==> src/design/ntvp_pkg.sv <==
package ntvp_pkg;

   localparam int MAX_SIG_DIGITS = 255;
   localparam int SIG_W          = 8;
   localparam int LEAD_W         = 10;
   localparam int EXPACC_W       = 17;
   localparam int EXPCNT_W       = 5;
   localparam int RDXCNT_W       = 7;
   localparam int EXP_OUT_W      = 16;

   localparam logic signed [LEAD_W-1:0] LEAD_MAX   = 10'sd511;
   localparam logic signed [LEAD_W-1:0] LEAD_MIN   = 10'sh200;
   localparam logic [EXPACC_W-1:0]      EXPACC_MAX = 17'd131071;
   localparam logic [EXPCNT_W-1:0]      EXP_DIGITS_MAX = 5'd18;
   localparam logic [RDXCNT_W-1:0]      HEX_DIGITS_MAX = 7'd16;
   localparam logic [RDXCNT_W-1:0]      BIN_DIGITS_MAX = 7'd64;
   localparam logic [RDXCNT_W-1:0]      OCT_DIGITS_MAX = 7'd22;

   localparam logic [63:0] VALUE_ALL_ONES   = 64'hFFFF_FFFF_FFFF_FFFF;
   localparam logic [63:0] SIGNED_POS_LIMIT = 64'h7FFF_FFFF_FFFF_FFFF;
   localparam logic [63:0] SIGNED_NEG_LIMIT = 64'h8000_0000_0000_0000;

   localparam logic signed [18:0] EXP_SAT_HI = 19'sd32767;
   localparam logic signed [18:0] EXP_SAT_LO = -19'sd32767;

   typedef enum logic [1:0] {
      ST_INTEGER  = 2'd0,
      ST_FLOAT    = 2'd1,
      ST_OVERFLOW = 2'd2
   } status_type;

   typedef enum logic [3:0] {
      PH_START  = 4'd0,
      PH_INT    = 4'd1,
      PH_FRAC   = 4'd2,
      PH_EMARK  = 4'd3,
      PH_EDIG   = 4'd4,
      PH_FROZEN = 4'd5,
      PH_AMP    = 4'd6,
      PH_HEX    = 4'd7,
      PH_BIN    = 4'd8,
      PH_OCT    = 4'd9,
      PH_RDONE  = 4'd10,
      PH_RERR   = 4'd11
   } phase_type;

   typedef struct packed {
      phase_type                   phase;
      logic [63:0]                 accum;
      logic                        minus_seen;
      logic [SIG_W-1:0]            digit_count;
      logic signed [LEAD_W-1:0]    lead_position;
      logic [EXPACC_W-1:0]         exp_accum;
      logic                        exp_minus;
      logic [EXPCNT_W-1:0]         exp_digit_count;
      logic [RDXCNT_W-1:0]         radix_digit_count;
      logic                        octal_lead_high;
      logic                        overflow_flag;
      logic                        frac_sig;
   } parse_state_type;

   localparam parse_state_type PARSE_CLEAR = '{
      phase:             PH_START,
      accum:             64'd0,
      minus_seen:        1'b0,
      digit_count:       '0,
      lead_position:     '0,
      exp_accum:         '0,
      exp_minus:         1'b0,
      exp_digit_count:   '0,
      radix_digit_count: '0,
      octal_lead_high:   1'b0,
      overflow_flag:     1'b0,
      frac_sig:          1'b0
   };

endpackage

==> src/design/numeric_text_value_parser.sv <==
// Numeric text parser: turns a string of ASCII characters into an integer
// value, or into the sign, digit count and decimal exponent that a float
// converter needs.
// req_*: one character per word in req_tdata, req_tlast on the final one.
// rsp_*: one result word per string, issued for the word that carried
//   req_tlast. rsp_tuser holds the status (integer, needs float, radix
//   overflow).
// csr_*: signed_result register (csr_data), always ready; write it only
//   while no string is in flight.
// Throughput: one character per cycle while req_tready is high, set by the
// combinational digit multiply-add on the 64-bit accumulator. After its
// last character is taken, a string's final parse state is registered in
// the final-state stage and then forms the registered result word on rsp_tvalid.
// Reset clears the parse state and both result stages and sets
// signed_result to 1. When rsp_tready stays low the result word holds,
// one more finished string waits behind it, and req_tready then drops.
module numeric_text_value_parser (
   input  logic        clock,
   input  logic        reset,
   input  logic        req_tvalid,
   output logic        req_tready,
   input  logic [7:0]  req_tdata,  // [7:0] ch
   input  logic        req_tlast,  // last
   output logic        rsp_tvalid,
   input  logic        rsp_tready,
   output logic [95:0] rsp_tdata,  // [63:0] value, [64] negative,
                                   // [80:65] dec_exponent, [88:81] sig_digits
   output logic [1:0]  rsp_tuser,  // [1:0] status
   input  logic        csr_valid,
   output logic        csr_ready,
   input  logic        csr_data    // signed_result
);

   ntvp_pkg::parse_state_type state_ff, state_in;
   ntvp_pkg::parse_state_type upd;
   ntvp_pkg::parse_state_type fin_ff, fin_in;
   logic                      fin_valid_ff, fin_valid_in;
   logic                      signed_ff, signed_in;

   logic                      rsp_valid_ff, rsp_valid_in;
   logic [63:0]               value_ff, value_in;
   ntvp_pkg::status_type      status_ff, status_in;
   logic                      neg_ff, neg_in;
   logic signed [15:0]        exp_ff, exp_in;
   logic [7:0]                sig_ff, sig_in;

   logic        req_fire, rsp_free, fin_move;
   logic [7:0]  ch;
   logic [3:0]  dig;
   logic [3:0]  hex_dig;
   logic        is_dec, is_hex, is_oct, is_bin;
   logic        is_emark;
   logic [67:0] acc_mac;
   logic [20:0] exp_mac;
   logic [ntvp_pkg::RDXCNT_W-1:0] rcnt;
   logic        olh;

   logic signed [18:0] exp_sum;
   logic signed [18:0] exp_part;

   // handshake
   assign rsp_free   = !rsp_valid_ff || rsp_tready;
   assign fin_move   = fin_valid_ff && rsp_free;
   assign req_tready = !fin_valid_ff || rsp_free;
   assign req_fire   = req_tvalid && req_tready;
   assign csr_ready  = 1'b1;

   assign ch       = req_tdata;
   assign dig      = ch[3:0];
   assign is_dec   = (ch >= "0") && (ch <= "9");
   assign is_oct   = (ch >= "0") && (ch <= "7");
   assign is_bin   = (ch == "0") || (ch == "1");
   assign is_emark = (ch == "D") || (ch == "E") || (ch == "F") ||
                     (ch == "d") || (ch == "e") || (ch == "f");
   assign is_hex   = is_dec || ((ch >= "A") && (ch <= "F")) ||
                     ((ch >= "a") && (ch <= "f"));
   assign hex_dig  = is_dec ? dig : 4'(ch[3:0] + 4'd9);

   // accum * 10 + d, with the carry-out kept for saturation
   assign acc_mac = ({4'd0, state_ff.accum} << 3) + ({4'd0, state_ff.accum} << 1)
                    + {64'd0, dig};
   assign exp_mac = ({4'd0, state_ff.exp_accum} << 3)
                    + ({4'd0, state_ff.exp_accum} << 1) + {17'd0, dig};

   // next parse state for one character
   always_comb begin
      upd  = state_ff;
      rcnt = '0;
      olh  = 1'b0;
      if (state_ff.phase <= ntvp_pkg::PH_EDIG) begin
         if (ch == " " || ch == "\t") begin
            upd = state_ff;
         end else if (ch == "&") begin
            upd.phase = (state_ff.phase == ntvp_pkg::PH_START) ? ntvp_pkg::PH_AMP
                                                               : ntvp_pkg::PH_FROZEN;
         end else if (ch == "-") begin
            if (state_ff.phase == ntvp_pkg::PH_START) begin
               upd.minus_seen = 1'b1;
               upd.phase      = ntvp_pkg::PH_INT;
            end else if (state_ff.phase == ntvp_pkg::PH_EMARK) begin
               upd.exp_minus = 1'b1;
               upd.phase     = ntvp_pkg::PH_EDIG;
            end else begin
               upd.phase = ntvp_pkg::PH_FROZEN;
            end
         end else if (ch == "+") begin
            if (state_ff.phase == ntvp_pkg::PH_START) begin
               upd.phase = ntvp_pkg::PH_INT;
            end else if (state_ff.phase == ntvp_pkg::PH_EMARK) begin
               upd.phase = ntvp_pkg::PH_EDIG;
            end else begin
               upd.phase = ntvp_pkg::PH_FROZEN;
            end
         end else if (ch == ".") begin
            upd.phase = (state_ff.phase > ntvp_pkg::PH_INT) ? ntvp_pkg::PH_FROZEN
                                                            : ntvp_pkg::PH_FRAC;
         end else if (is_emark) begin
            upd.phase = (state_ff.phase > ntvp_pkg::PH_FRAC) ? ntvp_pkg::PH_FROZEN
                                                             : ntvp_pkg::PH_EMARK;
         end else if (is_dec) begin
            if (state_ff.phase <= ntvp_pkg::PH_INT) begin
               upd.phase = ntvp_pkg::PH_INT;
               if (state_ff.digit_count != '0 || dig != 4'd0) begin
                  if (state_ff.lead_position < ntvp_pkg::LEAD_MAX) begin
                     upd.lead_position = state_ff.lead_position + 10'sd1;
                  end
                  if (state_ff.digit_count < ntvp_pkg::SIG_W'(ntvp_pkg::MAX_SIG_DIGITS)) begin
                     upd.digit_count = state_ff.digit_count + 8'd1;
                  end
                  upd.accum = (acc_mac[67:64] != 4'd0) ? ntvp_pkg::VALUE_ALL_ONES
                                                       : acc_mac[63:0];
               end
            end else if (state_ff.phase == ntvp_pkg::PH_FRAC) begin
               if (state_ff.digit_count == '0 && dig == 4'd0 &&
                   state_ff.lead_position > ntvp_pkg::LEAD_MIN) begin
                  upd.lead_position = state_ff.lead_position - 10'sd1;
               end
               if (state_ff.digit_count != '0 || dig != 4'd0) begin
                  if (state_ff.digit_count < ntvp_pkg::SIG_W'(ntvp_pkg::MAX_SIG_DIGITS)) begin
                     upd.digit_count = state_ff.digit_count + 8'd1;
                  end
                  upd.frac_sig = 1'b1;
               end
            end else begin
               upd.phase = ntvp_pkg::PH_EDIG;
               if (state_ff.exp_digit_count != '0 || dig != 4'd0) begin
                  if (state_ff.exp_digit_count >= ntvp_pkg::EXP_DIGITS_MAX) begin
                     upd.phase = ntvp_pkg::PH_FROZEN;
                  end else begin
                     upd.exp_accum = (exp_mac > {4'd0, ntvp_pkg::EXPACC_MAX})
                                     ? ntvp_pkg::EXPACC_MAX : exp_mac[16:0];
                     upd.exp_digit_count = state_ff.exp_digit_count + 5'd1;
                  end
               end
            end
         end else begin
            upd.phase = ntvp_pkg::PH_FROZEN;
         end
      end else begin
         case (state_ff.phase)
            ntvp_pkg::PH_AMP: begin
               if (ch == "H" || ch == "h") begin
                  upd.phase = ntvp_pkg::PH_HEX;
               end else if (ch == "B" || ch == "b") begin
                  upd.phase = ntvp_pkg::PH_BIN;
               end else if (ch == "O" || ch == "o") begin
                  upd.phase = ntvp_pkg::PH_OCT;
               end else begin
                  upd.phase = ntvp_pkg::PH_RDONE;
               end
            end
            ntvp_pkg::PH_HEX: begin
               if (!is_hex) begin
                  upd.phase = ntvp_pkg::PH_RDONE;
               end else begin
                  upd.accum = {state_ff.accum[59:0], hex_dig};
                  rcnt = state_ff.radix_digit_count;
                  if (rcnt != '0 || hex_dig != 4'd0) begin
                     rcnt = rcnt + 7'd1;
                  end
                  upd.radix_digit_count = rcnt;
                  if (rcnt > ntvp_pkg::HEX_DIGITS_MAX) begin
                     upd.overflow_flag = 1'b1;
                     upd.phase         = ntvp_pkg::PH_RERR;
                  end
               end
            end
            ntvp_pkg::PH_BIN: begin
               if (!is_bin) begin
                  upd.phase = ntvp_pkg::PH_RDONE;
               end else begin
                  upd.accum = {state_ff.accum[62:0], dig[0]};
                  rcnt = state_ff.radix_digit_count;
                  if (rcnt != '0 || dig[0]) begin
                     rcnt = rcnt + 7'd1;
                  end
                  upd.radix_digit_count = rcnt;
                  if (rcnt > ntvp_pkg::BIN_DIGITS_MAX) begin
                     upd.overflow_flag = 1'b1;
                     upd.phase         = ntvp_pkg::PH_RERR;
                  end
               end
            end
            ntvp_pkg::PH_OCT: begin
               if (!is_oct) begin
                  upd.phase = ntvp_pkg::PH_RDONE;
               end else begin
                  upd.accum = {state_ff.accum[60:0], dig[2:0]};
                  rcnt = state_ff.radix_digit_count;
                  olh  = state_ff.octal_lead_high;
                  if (rcnt != '0 || dig[2:0] != 3'd0) begin
                     // a leading digit above 1 needs more than one bit of the top digit
                     if (rcnt == '0 && dig[2:0] > 3'd1) begin
                        olh = 1'b1;
                     end
                     rcnt = rcnt + 7'd1;
                  end
                  upd.radix_digit_count = rcnt;
                  upd.octal_lead_high   = olh;
                  if (rcnt >= ntvp_pkg::OCT_DIGITS_MAX &&
                      (rcnt > ntvp_pkg::OCT_DIGITS_MAX || olh)) begin
                     upd.overflow_flag = 1'b1;
                     upd.phase         = ntvp_pkg::PH_RERR;
                  end
               end
            end
            default: begin
               upd = state_ff;
            end
         endcase
      end
   end

   // parse state and final-state stage
   always_comb begin
      state_in     = state_ff;
      fin_in       = fin_ff;
      fin_valid_in = fin_valid_ff;
      if (fin_move) begin
         fin_valid_in = 1'b0;
      end
      if (req_fire) begin
         if (req_tlast) begin
            fin_in       = upd;
            fin_valid_in = 1'b1;
            state_in     = ntvp_pkg::PARSE_CLEAR;
         end else begin
            state_in = upd;
         end
      end
   end

   assign signed_in = (csr_valid && csr_ready) ? csr_data : signed_ff;

   // result word from the final state
   assign exp_part = fin_ff.exp_minus ? -$signed({2'b00, fin_ff.exp_accum})
                                      : $signed({2'b00, fin_ff.exp_accum});
   assign exp_sum  = exp_part + {{9{fin_ff.lead_position[9]}}, fin_ff.lead_position}
                     - 19'sd1;

   always_comb begin
      value_in     = value_ff;
      status_in    = status_ff;
      neg_in       = neg_ff;
      exp_in       = exp_ff;
      sig_in       = sig_ff;
      rsp_valid_in = rsp_valid_ff;
      if (rsp_free) begin
         rsp_valid_in = fin_valid_ff;
      end
      if (fin_move) begin
         value_in  = 64'd0;
         status_in = ntvp_pkg::ST_INTEGER;
         neg_in    = 1'b0;
         exp_in    = 16'sd0;
         sig_in    = 8'd0;
         if (fin_ff.phase >= ntvp_pkg::PH_AMP) begin
            if (fin_ff.overflow_flag) begin
               status_in = ntvp_pkg::ST_OVERFLOW;
            end else begin
               value_in = fin_ff.accum;
            end
         end else begin
            neg_in = fin_ff.minus_seen;
            sig_in = fin_ff.digit_count;
            if (fin_ff.digit_count == '0) begin
               value_in = 64'd0;
            end else if (fin_ff.exp_accum == '0 && !fin_ff.frac_sig) begin
               if (!signed_ff) begin
                  value_in = fin_ff.accum;
               end else if (!fin_ff.minus_seen) begin
                  value_in = (fin_ff.accum > ntvp_pkg::SIGNED_POS_LIMIT)
                             ? ntvp_pkg::SIGNED_POS_LIMIT : fin_ff.accum;
               end else if (fin_ff.accum > ntvp_pkg::SIGNED_NEG_LIMIT) begin
                  value_in = ntvp_pkg::SIGNED_NEG_LIMIT;
               end else begin
                  value_in = 64'd0 - fin_ff.accum;
               end
            end else begin
               status_in = ntvp_pkg::ST_FLOAT;
               if (exp_sum > ntvp_pkg::EXP_SAT_HI) begin
                  exp_in = 16'(ntvp_pkg::EXP_SAT_HI);
               end else if (exp_sum < ntvp_pkg::EXP_SAT_LO) begin
                  exp_in = 16'(ntvp_pkg::EXP_SAT_LO);
               end else begin
                  exp_in = exp_sum[15:0];
               end
            end
         end
      end
   end

   always_ff @(posedge clock) begin
      if (reset) begin
         state_ff     <= ntvp_pkg::PARSE_CLEAR;
         fin_valid_ff <= 1'b0;
         rsp_valid_ff <= 1'b0;
         signed_ff    <= 1'b1;
      end else begin
         state_ff     <= state_in;
         fin_valid_ff <= fin_valid_in;
         rsp_valid_ff <= rsp_valid_in;
         signed_ff    <= signed_in;
      end
   end

   always_ff @(posedge clock) begin
      fin_ff    <= fin_in;
      value_ff  <= value_in;
      status_ff <= status_in;
      neg_ff    <= neg_in;
      exp_ff    <= exp_in;
      sig_ff    <= sig_in;
   end

   assign rsp_tvalid = rsp_valid_ff;
   assign rsp_tdata  = {7'd0, sig_ff, exp_ff, neg_ff, value_ff};
   assign rsp_tuser  = status_ff;

endmodule
==> config.mk <==
export PLATFORM = sky130hd
export DESIGN_NAME = numeric_text_value_parser
export DESIGN_NICKNAME = d
export VERILOG_FILES = /design/src/design/ntvp_pkg.sv /design/src/design/numeric_text_value_parser.sv
export SDC_FILE = /design/constraint.sdc
export NUM_CORES = 1
export LEC_CHECK = 0
export BUFFER_PORTS_ARGS = -buffer_cell sky130_fd_sc_hd__buf_2
export CAP_MARGIN = 10
export CORE_ASPECT_RATIO = 0.75
export CORE_MARGIN = 2
export CORE_UTILIZATION = 35
export CTS_BUF_LIST = sky130_fd_sc_hd__clkbuf_4 sky130_fd_sc_hd__clkbuf_8
export DETAILED_ROUTE_END_ITERATION = 10
export PLACE_DENSITY = 0.46
export RECOVER_POWER = 50
export SLEW_MARGIN = 20
export SYNTH_ARGS = -nofsm -noshare
export SYNTH_HDL_FRONTEND = slang
export SYNTH_SLANG_ARGS = --single-unit
==> constraint.sdc <==
create_clock -name clock -period 7.3 [get_ports clock]
set_input_delay 1.825 -clock clock [delete_from_list [all_inputs] [get_ports clock]]
set_output_delay 1.825 -clock clock [all_outputs]
set_load 0.01 [all_outputs]
==> results.md <==
- Ys async rst share: 0%
- Pin count of the biggest net entering global routing: 75
- Multi-input logic area: between 15000 and 20000 sq um
- Synth Warn #: 0
- Clk sinks: between 300 and 400
- Pre-antenna DRT Iters: 5
- Shortest period the worst path allows: about 6300 ps
- GPL Wtd Cong: between 0.8 and 0.9
- Largest family of logic cells by synthesized area: compound AO/OA/AOI/OAI gates
- WL/cell: approximately 22 um
- Status: complete, but fails checks
- PnR worst setup slack: roughly 1000 ps
- WL final: ~94 mm
- Synth Instances: 3242
- Reg clk slew, reported paths: about 60 ps
- Post-synthesis xor/xnor area fraction: under 10%
- Core Util, Final: 38.7%
- Power Dens Cells: about 160 nW/um^2
- Max Buffers Root-to-Sink: 3
- Sequential cell area: 8380 sq um
- Syn-to-layout area delta: 9.78%
- Fill count: around 7700
- Antenna-violating nets left: 0
- Post-CTS Resized: 0
- Clock power share: approximately 44%
- Share of layout cells above drive strength 1: 6.45%
- Logic gate share of total power: approximately an eighth
- Worst Path Max Fanout: 67
- Width of the chip: between 300 and 400 um
- Row cnt: slightly below 90
- Sw Share: 28.5%
- Maximum VDD drop: 125 uV
- Clock tree root buffer cell: clkbuf_8
- Worst Path Arrival: 6610 ps
- Synth Area in Adders: 10.5%
- Core Box Area: 75000 sq um
- First-pass GRT wire length: approximately 140 mm
- Die H: between 200 and 250 um
- Port bufs: roughly 110
- Post-synthesis simple-gate area fraction: around 20%
- Failing checks: capacitance limit, slew limit
- FF-to-FF setup slack: around 1500 ps
- DRC viols: 0
- Post-CTS setup buffer count: 0
- CTS Hold Bufs: 0
- Pleak: around 12 nW
- Vias in the first global route: 23400
- Placed cells: roughly 4200
- RSZ-0062 raised after global routing: no
- Initial antenna violation count: 1
- Slew HR: -144%
- CTS buffer count: 60
- Worst Reg-to-Reg Cells: 13
- Yosys reg bits: 320
- Most frequent cells in the layout: 383 x a21oi_1, 344 x nand2_1, 298 x nor2_1, 240 x o21ai_0, 214 x ha_1
- GRT Residual Overflow: 0
- Tcrit/Tclk final: between 80% and 90%
- Final hold vios: 0
- Global Route Usage Sum: 23.4%
- Multiplexer area fraction after synthesis: 3.35%
- Post-synthesis sequential area ratio: a little under a third
- Min-Delay Path Depth: 2
- Most common cell after layout, fill and taps aside: a21oi_1
- Worst setup SP type: input pin
- Fmax: roughly 160 MHz
- Reg power frac: between 40% and 50%
- Place WS: approximately 1000 ps
- Layout Cells excl Fill: roughly 4300
- Starting Density: a little over a third
- Mapped Avg Cell Area: between 8 and 9 sq um
- Fin Clk Skew: roughly 50 ps
- Worst-margin pin slew: ~3700 ps
- Worst setup EP type: register
- Final nets: ~3500
- Crit path kind: input pin to register
- CTS tree: done
- Worst-Skew Late Latency: between 700 and 800 ps
- Via Count: ~25000
- Setup violators final: 0
- Die ar.: between 70000 and 80000 sq um
- Post-synth top flop: edfxtp_1
- MaxCap Viol Count: 4
- Post-synthesis compound-gate area fraction: between 20% and 30%
- Dpl hpwl: ~67 mm
- Starting DRT DRC Count: 2730
- Post-synth EDFFs: 197
- Slew Viols, Final: around 210
- NetSw: approximately 1.3 mW
- H-tree levels: 2
- TNS Setup: 0 ps
- Vias/cell: about 5.9
- Post-Syn Area: 26400 sq um
- # IOs: ~120
- Yosys cell types: roughly 100
- Req. time, crit path: 7630 ps
- Min-delay worst type: register to register
- Internal power: 3.31 mW
[layer usage]
metal	up-vias	share of wire [%]	GRT usage [%]
met5	-	0	0
met4	0	1.8	5.36
met3	114	7.9	3.35
met2	1021	39	31.5
met1	12100	52	38.1
li1	12100	-	-
[critical path: stages]
cell and delay, ps:
buf_2 80, nor2b_1 70, nand2_1 160, and2_0 150, clkbuf_1 640, nand2_1 380
inv_1 2380, clkbuf_2 870
[registers in the layout (all words and copies together), names as in the netlist]
name and flops:
value_ff 64, rsp_tvalid 1, fin_valid_ff 1, rsp_tuser 2, exp_ff 16, state_ff 120, sig_ff 8, neg_ff 1
fin_ff 106, signed_ff 1
[cell families after synthesis]
group | after synthesis
muxes | 88
adders and majority gates | 219
AOI/OAI and AO/OA | 1091
DFF | 320
buffers and inverters | 315
other | 2
xor gates and xnor gates | 121
and+or+nand+nor | 1086
[through the flow]
step | hold WS (ps) | power, mW | instance area, sq um
final | 495 | 4.63 | 29000
after floorplan | 455 | 2.45 | 26500
after global routing | 524 | 4.83 | 29000
after CTS | 498 | 4.68 | 29200
after global placement | 469 | 2.63 | 27800
after detailed placement | 484 | 2.64 | 27800
[Yosys cell counts, types with 22 or more instances]
| cell type | n | area share (%) |
|---|---|---|
| and3_1 | 22 | 0.52 |
| nor3_1 | 124 | 2.3 |
| buf_2 | 27 | 0.51 |
| nand2_1 | 345 | 4.9 |
| nand2b_1 | 33 | 0.78 |
| o211ai_1 | 33 | 0.94 |
| dfxtp_1 | 123 | 9.3 |
| nand3_1 | 58 | 1.1 |
| a21o_1 | 70 | 2.0 |
| nand4_1 | 39 | 0.92 |
| ha_1 | 214 | 10 |
| or3_1 | 26 | 0.62 |
| edfxtp_1 | 197 | 22 |
| a22oi_1 | 23 | 0.65 |
| a21oi_1 | 383 | 7.3 |
| xnor2_1 | 68 | 2.3 |
| xor2_1 | 52 | 1.7 |
| o21ai_0 | 240 | 4.5 |
| clkbuf_1 | 152 | 2.2 |
| and2_1 | 27 | 0.64 |
| inv_1 | 111 | 1.6 |
| o31ai_1 | 70 | 2.0 |
| nor2b_1 | 24 | 0.57 |
| nor2_1 | 301 | 4.3 |
| a211oi_1 | 22 | 0.62 |
| a31oi_1 | 28 | 0.66 |
| mux2i_1 | 84 | 3.2 |
[power groups by stage]
stage	clock network (mW)	logic [mW]	registers (mW)
floorplan	0	0.402	2.05
global placement	0	0.550	2.08
detailed placement	0	0.555	2.08
CTS	2.08	0.557	2.05
global route	2.15	0.619	2.06
finish	2.02	0.558	2.05
[cell type report]
class                   count  share of cell area (%)
repair buffers            146                    2.52
well taps                 979                    4.22
clock buffers              78                    3.42
clock inverters            35                    1.29
inverters                 111                    1.44
diodes                      2                  0.0172
flip-flops and latches    320                    28.9
multi-input cells        2613                    58.2
[worst paths after layout]
path,startpoint,to
min,state_ff[43]$_SDFFE_PP0P_,state_ff[43]$_SDFFE_PP0P_
max,rsp_tready,fin_ff[101]$_DFFE_PP_
max reg2reg,fin_ff[53]$_DFFE_PP_,value_ff[57]$_DFFE_PP_
min reg2reg,state_ff[43]$_SDFFE_PP0P_,state_ff[43]$_SDFFE_PP0P_
No activity file was read; power rests on OpenSTA's default activity.
